--- config.mk ---
export PLATFORM = sky130hd
export DESIGN_NAME = lmcs_luma_map_chroma_scale_core
export DESIGN_NICKNAME = d
export VERILOG_FILES = /design/src/rtl/core/lmcs_pkg.sv /design/src/rtl/core/lmcs_div.sv /design/src/rtl/core/lmcs_datapath.sv /design/src/rtl/core/lmcs_ctrl.sv /design/src/rtl/core/lmcs_luma_map_chroma_scale_core.sv
export SDC_FILE = /design/constraint.sdc
export NUM_CORES = 2
export LEC_CHECK = 0
export BUFFER_PORTS_ARGS = -buffer_cell sky130_fd_sc_hd__buf_2
export CORE_AREA = 2 2 488 490
export DETAILED_ROUTE_END_ITERATION = 10
export DIE_AREA = 0 0 490 492
export PLACE_DENSITY = 0.58
export SKIP_CTS_REPAIR_TIMING = 1
export SLEW_MARGIN = 10
export SYNTH_ARGS = -nofsm -noshare
export SYNTH_HDL_FRONTEND = slang
export SYNTH_HIERARCHICAL = 1
export SYNTH_SLANG_ARGS = --single-unit
--- constraint.sdc ---
create_clock -name aclk -period 19.75 [get_ports aclk]
set_input_delay 0.9875 -clock aclk [delete_from_list [all_inputs] [get_ports aclk]]
set_output_delay 0.9875 -clock aclk [all_outputs]
set_load 0.05 [all_outputs]
--- src/rtl/core/lmcs_pkg.sv ---
package lmcs_pkg;

    // fixed geometry
    localparam int SAMPLE_BITS_DEF = 10;
    localparam int NBINS           = 16;
    localparam int BIN_W           = 4;
    localparam int PREC            = 11;
    localparam int CW_W            = 18;
    localparam int PIV_W           = 22;
    localparam int SAMPLE_W        = 10;
    localparam int REQ_W           = 2;
    localparam int RES_W           = 16;
    localparam int S_TDATA_W       = 16;
    localparam int S_TUSER_W       = 2;
    localparam int M_TDATA_W       = 16;
    localparam int M_TUSER_W       = 1;
    localparam int CFG_ADDR_W      = 3;
    localparam int CFG_DATA_W      = 64;
    localparam int DELTA_W         = 16;

    // request kinds
    localparam logic [REQ_W-1:0] REQ_FWD    = 2'd0;
    localparam logic [REQ_W-1:0] REQ_INV    = 2'd1;
    localparam logic [REQ_W-1:0] REQ_CHROMA = 2'd2;

    // register indexes
    localparam logic [CFG_ADDR_W-1:0] CFG_MIN_BIN    = 3'd0;
    localparam logic [CFG_ADDR_W-1:0] CFG_MAX_BIN    = 3'd1;
    localparam logic [CFG_ADDR_W-1:0] CFG_CHROMA_OFS = 3'd2;
    localparam logic [CFG_ADDR_W-1:0] CFG_DELTA_0    = 3'd3;
    localparam logic [CFG_ADDR_W-1:0] CFG_DELTA_1    = 3'd4;
    localparam logic [CFG_ADDR_W-1:0] CFG_DELTA_2    = 3'd5;
    localparam logic [CFG_ADDR_W-1:0] CFG_DELTA_3    = 3'd6;

    localparam logic [RES_W-1:0] CHROMA_UNITY = 16'd2048;
    localparam logic [RES_W-1:0] RES_SAT      = 16'hFFFF;

    // controller to datapath
    typedef struct packed {
        logic             drv_bin;
        logic             drv_inv;
        logic [BIN_W-1:0] bin;
        logic             div_start;
        logic             div_chroma;
        logic             acc;
        logic             find;
        logic             mul;
        logic             sum;
        logic             cdiv_load;
        logic             out_load;
    } lmcs_cmd_t;

    // datapath to controller
    typedef struct packed {
        logic cw_pos;
        logic div_done;
        logic is_chroma;
        logic chroma_direct;
        logic out_free;
    } lmcs_sts_t;

endpackage

--- src/rtl/core/lmcs_div.sv ---
module lmcs_div
    import lmcs_pkg::*;
#(
    parameter int Q_W = 18,
    parameter int D_W = CW_W
) (
    input  logic           aclk,
    input  logic           aresetn,
    input  logic           start,
    input  logic [D_W-1:0] divisor,
    output logic           done,
    output logic [Q_W-1:0] quot
);

    localparam int CNT_W = $clog2(Q_W);

    logic             busy_reg;
    logic             done_reg;
    logic [CNT_W-1:0] cnt_reg;
    logic [D_W-1:0]   rem_reg;
    logic [D_W-1:0]   div_reg;
    logic [Q_W-1:0]   quot_reg;

    logic           bit_in;
    logic [D_W:0]   trial;
    logic [D_W:0]   diff;
    logic           ge;

    // dividend is a single one at its top bit
    assign bit_in = (cnt_reg == CNT_W'(Q_W - 1));
    assign trial  = {rem_reg, bit_in};
    assign diff   = trial - {1'b0, div_reg};
    assign ge     = (trial >= {1'b0, div_reg});

    // control
    always_ff @(posedge aclk) begin
        if (!aresetn) begin
            busy_reg <= 1'b0;
            done_reg <= 1'b0;
            cnt_reg  <= '0;
        end else if (start) begin
            busy_reg <= 1'b1;
            done_reg <= 1'b0;
            cnt_reg  <= CNT_W'(Q_W - 1);
        end else if (busy_reg) begin
            cnt_reg  <= cnt_reg - 1'b1;
            if (cnt_reg == '0) begin
                busy_reg <= 1'b0;
                done_reg <= 1'b1;
            end
        end else begin
            done_reg <= 1'b0;
        end
    end

    // one quotient bit per cycle
    always_ff @(posedge aclk) begin
        if (start) begin
            rem_reg <= '0;
            div_reg <= divisor;
        end else if (busy_reg) begin
            rem_reg  <= ge ? diff[D_W-1:0] : trial[D_W-1:0];
            quot_reg <= {quot_reg[Q_W-2:0], ge};
        end
    end

    assign done = done_reg;
    assign quot = quot_reg;

`ifndef SYNTHESIS
    a_start_not_done: assert property (@(posedge aclk) disable iff (!aresetn)
        start |=> !done_reg)
        else $error("divider reported done right after start");
`endif

endmodule

--- src/rtl/core/lmcs_datapath.sv ---
module lmcs_datapath
    import lmcs_pkg::*;
#(
    parameter int SAMPLE_BITS = SAMPLE_BITS_DEF
) (
    input  logic                  aclk,
    input  logic                  aresetn,
    input  logic                  cfg_wr_en,
    input  logic [CFG_ADDR_W-1:0] cfg_addr,
    input  logic [CFG_DATA_W-1:0] cfg_wr_data,
    input  logic [S_TDATA_W-1:0]  s_tdata,
    input  logic [S_TUSER_W-1:0]  s_tuser,
    input  logic                  m_tready,
    output logic                  m_tvalid,
    output logic [M_TDATA_W-1:0]  m_tdata,
    output logic [M_TUSER_W-1:0]  m_tuser,
    input  lmcs_cmd_t             cmd,
    output lmcs_sts_t             sts
);

    localparam int LOG2_BIN = SAMPLE_BITS - BIN_W;
    localparam int FWD_W    = CW_W + PREC - LOG2_BIN;
    localparam int INV_W    = LOG2_BIN + PREC + 1;
    localparam int SLP_W    = (FWD_W > INV_W ? FWD_W : INV_W) + 1;
    localparam int STEP_W   = PIV_W + 1;
    localparam int PROD_W   = SLP_W + STEP_W;
    localparam int V_W      = PROD_W + 1;
    localparam int CMP_W    = SAMPLE_BITS > SAMPLE_W ? SAMPLE_BITS : SAMPLE_W;

    localparam logic signed [CW_W-1:0]      ORG_CW   = CW_W'(1) << LOG2_BIN;
    localparam logic [CW_W+PREC-1:0]        HALF_ORG = (CW_W + PREC)'(1) << (LOG2_BIN - 1);
    localparam logic [CMP_W-1:0]            IN_MAX   = CMP_W'((1 << SAMPLE_BITS) - 1);
    localparam logic signed [V_W-1:0]       V_MAX    = V_W'((1 << SAMPLE_BITS) - 1);
    localparam logic signed [PROD_W-1:0]    RND      = PROD_W'(1 << (PREC - 1));

    // configuration registers
    logic [BIN_W-1:0]        min_bin_reg;
    logic [BIN_W:0]          max_bin_reg;
    logic signed [3:0]       ofs_reg;
    logic [CFG_DATA_W-1:0]   delta_reg [4];

    // derived tables
    logic signed [PIV_W-1:0] piv_reg [NBINS];
    logic signed [CW_W-1:0]  cw_reg  [NBINS];
    logic [FWD_W-1:0]        fwd_reg [NBINS];
    logic [INV_W-1:0]        inv_reg [NBINS];

    // item registers
    logic [REQ_W-1:0]         req_reg;
    logic [SAMPLE_BITS-1:0]   x_reg;
    logic [BIN_W-1:0]         idx_reg;
    logic signed [PROD_W-1:0] prod_reg;
    logic [RES_W-1:0]         res_reg;
    logic                     fault_reg;
    logic                     m_valid_reg;
    logic [RES_W-1:0]         m_res_reg;
    logic                     m_fault_reg;

    logic [BIN_W:0]           hi_bin;
    logic [CFG_DATA_W-1:0]    dword;
    logic [DELTA_W-1:0]       delta_raw;
    logic signed [CW_W-1:0]   delta_ext;
    logic                     active;
    logic signed [CW_W-1:0]   cw_cur;
    logic signed [PIV_W-1:0]  piv_prev;
    logic [CW_W+PREC-1:0]     fwd_num;
    logic                     div_done;
    logic [INV_W-1:0]         div_q;
    logic [CW_W-1:0]          divisor;

    logic [CMP_W-1:0]         s_ext;
    logic [SAMPLE_BITS-1:0]   x_sat;
    logic signed [PIV_W-1:0]  x_s;
    logic [NBINS-1:0]         mask;
    logic [BIN_W:0]           fb5;
    logic [BIN_W-1:0]         found_idx;

    logic signed [PIV_W-1:0]  piv_lo;
    logic signed [SLP_W-1:0]  slope_s;
    logic signed [STEP_W-1:0] step_s;
    logic signed [PROD_W-1:0] prod_next;
    logic signed [CW_W-1:0]   w;
    logic signed [CW_W:0]     d;
    logic                     w_zero;
    logic                     d_nonpos;

    logic signed [PROD_W-1:0] t;
    logic signed [V_W-1:0]    base;
    logic signed [V_W-1:0]    v;
    logic [RES_W-1:0]         clip_res;
    logic [RES_W-1:0]         res_next;
    logic                     fault_next;
    logic                     out_free;

    // register writes
    always_ff @(posedge aclk) begin
        if (!aresetn) begin
            min_bin_reg <= '0;
            max_bin_reg <= (BIN_W + 1)'(NBINS);
            ofs_reg     <= '0;
            for (int i = 0; i < 4; i++) begin
                delta_reg[i] <= '0;
            end
        end else if (cfg_wr_en) begin
            unique case (cfg_addr)
                CFG_MIN_BIN:    min_bin_reg  <= cfg_wr_data[BIN_W-1:0];
                CFG_MAX_BIN:    max_bin_reg  <= cfg_wr_data[BIN_W:0];
                CFG_CHROMA_OFS: ofs_reg      <= cfg_wr_data[3:0];
                CFG_DELTA_0:    delta_reg[0] <= cfg_wr_data;
                CFG_DELTA_1:    delta_reg[1] <= cfg_wr_data;
                CFG_DELTA_2:    delta_reg[2] <= cfg_wr_data;
                CFG_DELTA_3:    delta_reg[3] <= cfg_wr_data;
                default: ;
            endcase
        end
    end

    // bin width for the bin under derivation
    assign hi_bin    = (max_bin_reg > (BIN_W + 1)'(NBINS)) ? (BIN_W + 1)'(NBINS) : max_bin_reg;
    assign dword     = delta_reg[cmd.bin[3:2]];
    assign delta_raw = dword[{cmd.bin[1:0], 4'b0000} +: DELTA_W];
    assign delta_ext = {{(CW_W - DELTA_W){delta_raw[DELTA_W-1]}}, delta_raw};
    assign active    = ({1'b0, cmd.bin} >= {1'b0, min_bin_reg}) && ({1'b0, cmd.bin} < hi_bin);
    assign cw_cur    = active ? (ORG_CW + delta_ext) : '0;
    assign piv_prev  = (cmd.bin == '0) ? '0 : piv_reg[cmd.bin - 1'b1];
    assign fwd_num   = {cw_cur, {PREC{1'b0}}} + HALF_ORG;

    // table fill
    always_ff @(posedge aclk) begin
        if (cmd.drv_bin) begin
            piv_reg[cmd.bin] <= piv_prev + {{(PIV_W - CW_W){cw_cur[CW_W-1]}}, cw_cur};
            cw_reg[cmd.bin]  <= cw_cur;
            fwd_reg[cmd.bin] <= (cw_cur > 0) ? fwd_num[CW_W+PREC-1:LOG2_BIN] : '0;
            inv_reg[cmd.bin] <= '0;
        end
        if (cmd.drv_inv) begin
            inv_reg[cmd.bin] <= div_q;
        end
    end

    // shared divider: inverse slopes and chroma scale
    assign divisor = cmd.div_chroma ? d[CW_W-1:0] : cw_cur;

    lmcs_div #(
        .Q_W (INV_W),
        .D_W (CW_W)
    ) u_div (
        .aclk    (aclk),
        .aresetn (aresetn),
        .start   (cmd.div_start),
        .divisor (divisor),
        .done    (div_done),
        .quot    (div_q)
    );

    // input capture with saturation
    assign s_ext = CMP_W'(s_tdata[SAMPLE_W-1:0]);
    assign x_sat = (s_ext > IN_MAX) ? IN_MAX[SAMPLE_BITS-1:0] : s_ext[SAMPLE_BITS-1:0];

    always_ff @(posedge aclk) begin
        if (cmd.acc) begin
            req_reg <= s_tuser;
            x_reg   <= x_sat;
        end
    end

    // bin search over mapped boundaries
    assign x_s = {{(PIV_W - SAMPLE_BITS){1'b0}}, x_reg};

    always_comb begin
        for (int b = 0; b < NBINS; b++) begin
            mask[b] = ((BIN_W + 1)'(b) >= {1'b0, min_bin_reg}) && ((BIN_W + 1)'(b) < hi_bin)
                      && (x_s < piv_reg[b]);
        end
        fb5 = ({1'b0, min_bin_reg} < hi_bin) ? hi_bin : {1'b0, min_bin_reg};
        found_idx = (fb5 > (BIN_W + 1)'(NBINS - 1)) ? BIN_W'(NBINS - 1) : fb5[BIN_W-1:0];
        for (int b = NBINS - 1; b >= 0; b--) begin
            if (mask[b]) begin
                found_idx = BIN_W'(b);
            end
        end
    end

    always_ff @(posedge aclk) begin
        if (cmd.find) begin
            idx_reg <= (req_reg == REQ_FWD) ? x_reg[SAMPLE_BITS-1 -: BIN_W] : found_idx;
        end
    end

    // slope times offset into the bin
    assign piv_lo = (idx_reg == '0) ? '0 : piv_reg[idx_reg - 1'b1];

    always_comb begin
        if (req_reg == REQ_FWD) begin
            slope_s = {{(SLP_W - FWD_W){1'b0}}, fwd_reg[idx_reg]};
            step_s  = {{(STEP_W - LOG2_BIN){1'b0}}, x_reg[LOG2_BIN-1:0]};
        end else begin
            slope_s = {{(SLP_W - INV_W){1'b0}}, inv_reg[idx_reg]};
            step_s  = {x_s[PIV_W-1], x_s} - {piv_lo[PIV_W-1], piv_lo};
        end
    end

    assign prod_next = slope_s * step_s;

    always_ff @(posedge aclk) begin
        if (cmd.mul) begin
            prod_reg <= prod_next;
        end
    end

    // chroma divisor
    assign w        = cw_reg[idx_reg];
    assign w_zero   = (w == '0);
    assign d        = {w[CW_W-1], w} + {{(CW_W - 3){ofs_reg[3]}}, ofs_reg};
    assign d_nonpos = d[CW_W] || (d == '0);

    // round, add base, clip
    assign t    = (prod_reg + RND) >>> PREC;
    assign base = (req_reg == REQ_FWD) ? {{(V_W - PIV_W){piv_lo[PIV_W-1]}}, piv_lo}
                                       : V_W'({idx_reg, {LOG2_BIN{1'b0}}});
    assign v    = base + {t[PROD_W-1], t};

    always_comb begin
        if (v < 0) begin
            clip_res = '0;
        end else if (v > V_MAX) begin
            clip_res = RES_W'(V_MAX);
        end else begin
            clip_res = RES_W'(v[SAMPLE_BITS-1:0]);
        end
    end

    always_comb begin
        res_next   = '0;
        fault_next = 1'b0;
        case (req_reg)
            REQ_FWD, REQ_INV: res_next = clip_res;
            REQ_CHROMA: begin
                res_next   = w_zero ? CHROMA_UNITY : '0;
                fault_next = !w_zero;
            end
            default: ;
        endcase
    end

    always_ff @(posedge aclk) begin
        if (cmd.sum) begin
            res_reg   <= res_next;
            fault_reg <= fault_next;
        end else if (cmd.cdiv_load) begin
            res_reg   <= ({1'b0, div_q} > (INV_W + 1)'(RES_SAT)) ? RES_SAT : div_q[RES_W-1:0];
            fault_reg <= 1'b0;
        end
    end

    // output register
    assign out_free = !m_valid_reg || m_tready;

    always_ff @(posedge aclk) begin
        if (!aresetn) begin
            m_valid_reg <= 1'b0;
        end else if (cmd.out_load) begin
            m_valid_reg <= 1'b1;
        end else if (m_tready) begin
            m_valid_reg <= 1'b0;
        end
    end

    always_ff @(posedge aclk) begin
        if (cmd.out_load) begin
            m_res_reg   <= res_reg;
            m_fault_reg <= fault_reg;
        end
    end

    assign m_tvalid = m_valid_reg;
    assign m_tdata  = m_res_reg;
    assign m_tuser  = m_fault_reg;

    assign sts.cw_pos        = (cw_cur > 0);
    assign sts.div_done      = div_done;
    assign sts.is_chroma     = (req_reg == REQ_CHROMA);
    assign sts.chroma_direct = w_zero || d_nonpos;
    assign sts.out_free      = out_free;

`ifndef SYNTHESIS
    a_fault_zero: assert property (@(posedge aclk) disable iff (!aresetn)
        (m_valid_reg && m_fault_reg) |-> (m_res_reg == '0))
        else $error("fault item carries a nonzero value");
`endif

endmodule

--- src/rtl/core/lmcs_ctrl.sv ---
module lmcs_ctrl
    import lmcs_pkg::*;
(
    input  logic                  aclk,
    input  logic                  aresetn,
    input  logic                  cfg_wr_en,
    input  logic [CFG_ADDR_W-1:0] cfg_addr,
    input  logic                  s_tvalid,
    output logic                  s_tready,
    output lmcs_cmd_t             cmd,
    input  lmcs_sts_t             sts
);

    typedef enum logic [7:0] {
        S_IDLE    = 8'b0000_0001,
        S_DRV     = 8'b0000_0010,
        S_DRV_DIV = 8'b0000_0100,
        S_FIND    = 8'b0000_1000,
        S_MUL     = 8'b0001_0000,
        S_SUM     = 8'b0010_0000,
        S_CDIV    = 8'b0100_0000,
        S_OUT     = 8'b1000_0000
    } state_t;

    state_t           state_reg, state_next;
    logic [BIN_W-1:0] bin_reg, bin_next;
    logic             restart;
    logic             last_bin;

    // a register write rebuilds the tables
    assign restart  = cfg_wr_en && (cfg_addr <= CFG_DELTA_3);
    assign last_bin = (bin_reg == BIN_W'(NBINS - 1));
    assign s_tready = (state_reg == S_IDLE) && !restart;

    always_comb begin
        state_next = state_reg;
        bin_next   = bin_reg;
        cmd        = '0;
        cmd.bin    = bin_reg;
        unique case (state_reg)
            S_IDLE: begin
                if (s_tvalid && !restart) begin
                    cmd.acc    = 1'b1;
                    state_next = S_FIND;
                end
            end
            S_DRV: begin
                cmd.drv_bin = 1'b1;
                if (sts.cw_pos) begin
                    cmd.div_start = 1'b1;
                    state_next    = S_DRV_DIV;
                end else if (last_bin) begin
                    state_next = S_IDLE;
                end else begin
                    bin_next = bin_reg + 1'b1;
                end
            end
            S_DRV_DIV: begin
                if (sts.div_done) begin
                    cmd.drv_inv = 1'b1;
                    if (last_bin) begin
                        state_next = S_IDLE;
                    end else begin
                        bin_next   = bin_reg + 1'b1;
                        state_next = S_DRV;
                    end
                end
            end
            S_FIND: begin
                cmd.find   = 1'b1;
                state_next = S_MUL;
            end
            S_MUL: begin
                cmd.mul = 1'b1;
                if (sts.is_chroma && !sts.chroma_direct) begin
                    cmd.div_start  = 1'b1;
                    cmd.div_chroma = 1'b1;
                    state_next     = S_CDIV;
                end else begin
                    state_next = S_SUM;
                end
            end
            S_SUM: begin
                cmd.sum    = 1'b1;
                state_next = S_OUT;
            end
            S_CDIV: begin
                if (sts.div_done) begin
                    cmd.cdiv_load = 1'b1;
                    state_next    = S_OUT;
                end
            end
            S_OUT: begin
                if (sts.out_free) begin
                    cmd.out_load = 1'b1;
                    state_next   = S_IDLE;
                end
            end
            default: state_next = S_DRV;
        endcase
        if (restart) begin
            state_next = S_DRV;
            bin_next   = '0;
        end
    end

    // state and bin counter
    always_ff @(posedge aclk) begin
        if (!aresetn) begin
            state_reg <= S_DRV;
            bin_reg   <= '0;
        end else begin
            state_reg <= state_next;
            bin_reg   <= bin_next;
        end
    end

`ifndef SYNTHESIS
    a_acc_to_find: assert property (@(posedge aclk) disable iff (!aresetn)
        (s_tvalid && s_tready) |=> (state_reg == S_FIND))
        else $error("accepted item did not start the bin search");

    a_out_to_idle: assert property (@(posedge aclk) disable iff (!aresetn)
        (state_reg == S_OUT && sts.out_free && !restart) |=> (state_reg == S_IDLE))
        else $error("result not released to the output register");

    a_div_start_place: assert property (@(posedge aclk) disable iff (!aresetn)
        cmd.div_start |-> (state_reg == S_DRV || state_reg == S_MUL))
        else $error("divider started outside derivation or chroma path");
`endif

endmodule

--- src/rtl/core/lmcs_luma_map_chroma_scale_core.sv ---
// an item is taken only in IDLE; a mapped sample then passes FIND, MUL, SUM and OUT
// chroma scale items that need the serial divider go from MUL through CDIV to OUT
// the divider delivers one quotient bit per cycle and sets the chroma item time
// after reset and after every register write the bin tables are rebuilt, one bin per
// cycle plus the divider run for each bin with a positive codeword
// reset is synchronous, active low; s_tready stays low until the tables are built
module lmcs_luma_map_chroma_scale_core
    import lmcs_pkg::*;
#(
    parameter int SAMPLE_BITS = SAMPLE_BITS_DEF
) (
    input  logic                  aclk,
    input  logic                  aresetn,
    input  logic                  s_tvalid,
    output logic                  s_tready,
    input  logic [S_TDATA_W-1:0]  s_tdata,      // sample_value[9:0]
    input  logic [S_TUSER_W-1:0]  s_tuser,      // req_type[1:0]
    output logic                  m_tvalid,
    input  logic                  m_tready,
    output logic [M_TDATA_W-1:0]  m_tdata,      // result_value[15:0]
    output logic [M_TUSER_W-1:0]  m_tuser,      // div_fault[0]
    input  logic                  cfg_wr_en,
    input  logic [CFG_ADDR_W-1:0] cfg_addr,
    input  logic [CFG_DATA_W-1:0] cfg_wr_data
);

    lmcs_cmd_t cmd;
    lmcs_sts_t sts;

    lmcs_ctrl u_ctrl (
        .aclk      (aclk),
        .aresetn   (aresetn),
        .cfg_wr_en (cfg_wr_en),
        .cfg_addr  (cfg_addr),
        .s_tvalid  (s_tvalid),
        .s_tready  (s_tready),
        .cmd       (cmd),
        .sts       (sts)
    );

    lmcs_datapath #(
        .SAMPLE_BITS (SAMPLE_BITS)
    ) u_datapath (
        .aclk        (aclk),
        .aresetn     (aresetn),
        .cfg_wr_en   (cfg_wr_en),
        .cfg_addr    (cfg_addr),
        .cfg_wr_data (cfg_wr_data),
        .s_tdata     (s_tdata),
        .s_tuser     (s_tuser),
        .m_tready    (m_tready),
        .m_tvalid    (m_tvalid),
        .m_tdata     (m_tdata),
        .m_tuser     (m_tuser),
        .cmd         (cmd),
        .sts         (sts)
    );

endmodule
=== Word level (Yosys, flattened, before mapping) ===
Memory sizes are Yosys's and may differ from the RTL's. A register that Yosys moved wholly into a read port is not among the register bits.
Cells that the tools add are included.
W data, S select, Z words.

* Memory bits (writable): 1,552
* Memories kept: 5
* Logic and storage cells: 300
* Flip-flop bits (word level): 184
* Input bits: 90

{| class="wikitable"
|+ Memories
! memory !! words !! bits a word !! read ports !! clocked after Yosys merged registers in !! wr ports !! line !! text
|-
| u_datapath.fwd_reg || 16 || 23 || 1 || 1 || 1 || lmcs_datapath.sv:45 || <nowiki>logic [FWD_W-1:0] fwd_reg [NBINS];</nowiki>
|-
| u_datapath.piv_reg || 16 || 22 || 18 || 0 || 1 || lmcs_datapath.sv:43 || <nowiki>logic signed [PIV_W-1:0] piv_reg [NBINS];</nowiki>
|-
| u_datapath.cw_reg || 16 || 18 || 1 || 1 || 1 || lmcs_datapath.sv:44 || <nowiki>logic signed [CW_W-1:0] cw_reg [NBINS];</nowiki>
|-
| u_datapath.inv_reg || 16 || 18 || 1 || 1 || 1 || lmcs_datapath.sv:46 || <nowiki>logic [INV_W-1:0] inv_reg [NBINS];</nowiki>
|-
| u_datapath.delta_reg || 4 || 64 || 1 || 1 || 4 || lmcs_datapath.sv:40 || <nowiki>logic [CFG_DATA_W-1:0] delta_reg [4];</nowiki>
|}

* Add/sub/neg operators: 12
* Reduce and logical (&&, ||, !) cells: 64
* Order comparisons: 59
* Bitwise operators: 8
* Shift-type cells: 1
* Equal/unequal tests: 24
* Multiply operators: 1
* Multiplexer cells: 105

{| class="wikitable"
|+ Operators by type and width
! kind !! number
|-
| $lt A11 B22 Y1 || 16
|-
| $mux W64 || 4
|-
| $mux W4 || 24
|-
| $mux W18 || 4
|-
| $mux W23 || 3
|-
| $mux W16 || 4
|-
| $pmux W8 S8 || 1
|-
| $shiftx A64 B7 Y16 || 1
|-
| $add A48 B48 Y48 || 1
|-
| $gt A48 B11 Y1 const B || 1
|-
| $lt A48 B1 Y1 const B || 1
|-
| $mux W48 || 1
|-
| $mux W8 || 6
|-
| $add A47 B12 Y47 const B || 1
|-
| $mul A24 B23 Y47 || 1
|-
| $mux W22 || 2
|-
| $mux W1 || 42
|-
| $lt A4 B5 Y1 const A || 8
|-
| $logic_and A1 B1 Y1 || 36
|-
| $pmux W16 S2 || 1
|-
| $add A29 B6 Y29 const B || 1
|-
| $ge A4 B4 Y1 const A || 7
|-
| $sub A11 B22 Y23 || 1
|-
| $add A22 B22 Y22 || 1
|-
| other kinds (62) || 106
|}

=== Depth between registers and ports, before layout ===
* Word-level depth: 24
* Gate-level depth with buffers: 56

=== Modules after synthesis ===
The synthesis kept the hierarchy.

{| class="wikitable"
|+ Modules (own cells, without submodules)
! module !! area each (µm²) !! instances !! seq. area each (µm²) !! cells each
|-
| lmcs_datapath || 89,834.9 || 1 || 46,214.3 || 6,315
|-
| lmcs_div || 3,449.6 || 1 || 1,581.5 || 352
|-
| lmcs_ctrl || 795.8 || 1 || 240.2 || 98
|}

=== Worst setup path before layout ===
No wires, ideal clock.

* Kind: reg2reg
* Start: register u_datapath.idx_reg[0]
* End: register u_datapath.prod_reg[46], data pin
* Path buffers: 11
* Stages on the path, launching flop included: 54
* Clock period less this slack: 13.891 ns
* Setup slack: 5.859 ns
* Arrival: 13.631 ns
* Setup time: 0.260 ns
* Required time: 19.490 ns
* Cells stage by stage: edfxtp_1 > buf_2 > buf_2 > clkinv_1 > buf_2 > ha_1 > clkbuf_1 > buf_2 > buf_2 > buf_2 > buf_1 > clkbuf_1 > mux4_2 > a211oi_1 > a211oi_1 > ha_1 > fa_1 > nor2b_1 > [... 18 more ...] > inv_1 > fa_1 > inv_1 > fa_1 > ha_1 > ha_1 > a21o_1 > a21o_1 > a21o_1 > or3_1 > a2111oi_0 > o31a_1 > o21ai_2 > and2_1 > a311o_1 > or3_1 > a31oi_2 > xnor2_1

* Word-level cells in the longest chain between the ends: 6
* Elaborated cells on any way between the ends: 7
* Those cells by class: 2 x add/sub; 1 x mul; 2 x mux; 1 x reduce/logical; 1 x memory

{| class="wikitable"
|+ Ends and longest elaborated chain
! item !! line !! text
|-
| from (decl) || lmcs_datapath.sv:51 || <nowiki>logic [BIN_W-1:0] idx_reg;</nowiki>
|-
| from (signal assigned) || lmcs_datapath.sv:186 || <nowiki>idx_reg <= (req_reg == REQ_FWD) ? x_reg[SAMPLE_BITS-1 -: BIN_W] : found_idx;</nowiki>
|-
| $sub A4 B1 Y4 || lmcs_datapath.sv:191 || <nowiki>assign piv_lo = (idx_reg == '0) ? '0 : piv_reg[idx_reg - 1'b1];</nowiki>
|-
| $mem_v2 Z16 W22 || n/a ||
|-
| $mux W22 * || lmcs_datapath.sv:191 ||
|-
| $sub A11 B22 Y23 * || lmcs_datapath.sv:199 || <nowiki>step_s = {x_s[PIV_W-1], x_s} - {piv_lo[PIV_W-1], piv_lo};</nowiki>
|-
| $mux W23 * || lmcs_datapath.sv:194 || <nowiki>if (req_reg == REQ_FWD) begin</nowiki>
|-
| $mul A24 B23 Y47 * || lmcs_datapath.sv:203 || <nowiki>assign prod_next = slope_s * step_s;</nowiki>
|-
| named net u_datapath.prod_next[46] || lmcs_datapath.sv:81 || <nowiki>logic signed [PROD_W-1:0] prod_next;</nowiki>
|-
| to (signal assigned) || lmcs_datapath.sv:207 || <nowiki>prod_reg <= prod_next;</nowiki>
|-
| to (decl) || lmcs_datapath.sv:52 || <nowiki>logic signed [PROD_W-1:0] prod_reg;</nowiki>
|}

Mark *: on every way through the listed nets, which the timed path passes. The rest lies on a longest branch.
A chain may end at the register's enable or synchronous reset.

=== Worst setup path after layout ===
Same ends and word-level chain as after synthesis.

==> results.cfg <==
[yosys]
synth_warnings = 6
ys.flop_type = edfxtp_1
synthArstFlopShare_pct = 0
ys_seq_elements = 1618
synth.cell_area_um2 = 94080
synth_edf_count = 1563
synth.distinct_cells = 96
syn_area_per_cell_um2 = 13.91
seq_area_frac_synth_pct = 51.06
syn-instance-count = 6765

[drt]
wirelength_um = 261600
drt_iter0_drc = 5093
routedWlPerCell_um = 25.40
drc_errors = 0
drtPass1Iterations = 8
via_count = 57510
detail_route.vias_per_cell = 5.583
antenna_left = 0

[floorplan]
pin_count = 109
core_um2 = 236300
fp.dieH_um = 492
die_w_um = 490
num_rows = 179
fp.dieArea_um2 = 241100
initial_core_util_pct = 39.82

[setup_path]
path_delay_family = adder cells
cp_max_fo = 78
cp-startpoint = u_datapath/idx_reg[0]
crit_arrival_ns = 14.81
cp-end-kind = register
cp_slowest_stage_delay_ns = 0.68
cp_slowest_cell = and2_1
r2r-start = u_datapath/idx_reg[0]
cp_common_cell = fa_1
critPathLaunchType = register
critPathBufInv = 8
path_class = register to register
worstPathRequired_ns = 20.29

[clocking]
cts_buffers = 174
clockRootBuffer = clkbuf_16
path_clk_slew_ns = 0.06
clock_path_buffers = 3
tritoncts = yes
clkSinkCount = 1618
htreeDepth = 4
clock_latency_ns = 0.85

[timing]
slew_headroom_pct = 8.889
period_share_pct = 72.22
rsz0062_at_grt = no
worst_slew_pin_slew_ns = 1.361
tns_ns = 0
timing.final.hold_violations = 0
max_freq_mhz = 70.11
fin_crit_ns = 14.26
drv_slew = 0
fin_skew_ns = 0.09468
setup_viol = 0

[pwr]
p_sw_uw = 5180
cellPowerDensity_nw_per_um2 = 132.6
sw_frac_of_total_pct = 37.11
internal_power_uw = 8779
pwr-share-clk_pct = 24.2
leakagePower_uw = 0.03976
power_frac_comb_pct = 42.5
vdd_ir_drop_max_v = 0.0002055
seqPwrFrac_pct = 33.3

[finish]
syn_to_final_growth_pct = 11.89
final_cell_area_um2 = 105300
drive_gt1_share_pct = 16.46
nNetsFinal = 7958
largest_reg_flops = 352

[global_route]
grt_pass1_vias = 59550
antenna_found_initial = 24
grt_remaining_overflow = 0
groute.usage.overall_pct = 21.60
grt_max_degree = 79
grt_pass1_wl_um = 388900

[placed_design]
place.gp.congestion = 0.9081
dpl_cell_area_um2 = 99240
dp_hpwl_um = 177700
port_buffers = 102

[flow_run]
max-cap-violations = 0

[min_path]
hp-start = s_tdata[5]
hp-class = primary input to register

[run_status]
status = completed
power groups by stage:
stage / clock network, uW / registers (uW) / logic [uW]
floorplan: 0 / 4690 / 4130
global placement: 0 / 4710 / 5850
detailed placement: 0 / 4720 / 5920
CTS: 3450 / 4640 / 5960
global route: 3570 / 4660 / 6620
finish: 3380 / 4640 / 5940
cell families after synthesis:
| group | synth area share, % |
|---|---|
| AO/OA/AOI/OAI | 5.502 |
| XOR/XNOR | 1.499 |
| adder cells (fa/ha/maj) | 15.40 |
| buffers and inverters | 4.309 |
| flip-flops | 51.06 |
| multiplexers | 13.37 |
| other | 0.007983 |
| AND/OR/NAND/NOR | 8.851 |
Yosys cell counts, drive strengths merged (81+ instances only):
library cell,n,area share (%)
mux4,514,12
nand2b,81,0.54
edfxtp,1563,50
o21ai,126,0.67
xnor2,113,1.1
nor2,347,1.4
and2,328,2.2
nand2,460,1.8
inv,754,3.0
ha,451,6.0
fa,442,9.4
a21oi,158,0.84
a21o,137,1.1
buf,96,0.46
clkbuf,207,0.83
nand3,86,0.46
stage by stage:
step           utilization [%]  total power (uW)  instances  hold WS [ns]  setup slack, ns
6_report                 44.55             13960      10300        0.3437            5.487
5_1_grt                  44.55             14860      10300        0.3042            4.634
4_1_cts                  44.53             14050      10290        0.2878            5.376
3_5_place_dp             42.00             10640       9964        0.4071            5.411
3_3_place_gp             42.00             10560       9964        0.4075            5.503
2_1_floorplan                -              8816       6855        0.4003            5.859
layer usage:
| metal | part of all wire, % | vias up | wire length (um) | GRT usage [%] |
|---|---|---|---|---|
| met5 | 0.081 | - | 212 | 0 |
| met4 | 3.2 | 34 | 8493 | 6.767 |
| met3 | 7.7 | 442 | 20080 | 4.576 |
| met2 | 48 | 2110 | 125900 | 35.59 |
| met1 | 41 | 29770 | 107000 | 28.60 |
| li1 | - | 25160 | - | - |
cells in the final DEF (no fill, tap or decap), drive strengths merged, types with 76 or more instances in the layout:
cell type,netlist,final
clkbuf,207,213
o21ai,126,126
xnor2,113,113
nor2,347,347
a21oi,158,158
nand2,460,460
fa,442,442
inv,754,762
a21o,137,137
conb,2,92
nand2b,81,81
mux4,514,514
edfxtp,1563,1563
and2,328,328
buf,96,247
clkinv,3,76
ha,451,451
nand3,86,86
worst paths after layout:
check        slack [ns]                       to  cells past startpoint
max                5.49  u_datapath/prod_reg[46]                     41
min                0.34      u_datapath/x_reg[5]                      1
max reg2reg        5.49  u_datapath/prod_reg[46]                     41
min reg2reg        0.42    u_datapath/m_tdata[6]                      0
worst reg2reg max path, delay by kind of cell (launching register included):
| family | cells | cell delay (ns) |
|---|---|---|
| compound gates | 13 | 3.35 |
| xor+xnor | 2 | 0.39 |
| fa+ha+maj | 10 | 4.86 |
| buf+inv | 8 | 2.27 |
| flops | 1 | 0.38 |
| mux | 1 | 0.60 |
| simple gates | 7 | 2.14 |
area by class of cell:
class                   count  area, um2
multi-input cells        4177      42760
clock inverters           114       1406
well taps                3167       3963
repair buffers            247       1644
inverters                 757       2841
clock buffers             213       4572
fillers                 21010     131000
flip-flops and latches   1618      48060
diodes                      7      17.52
Power figures use the tool's default switching activity.
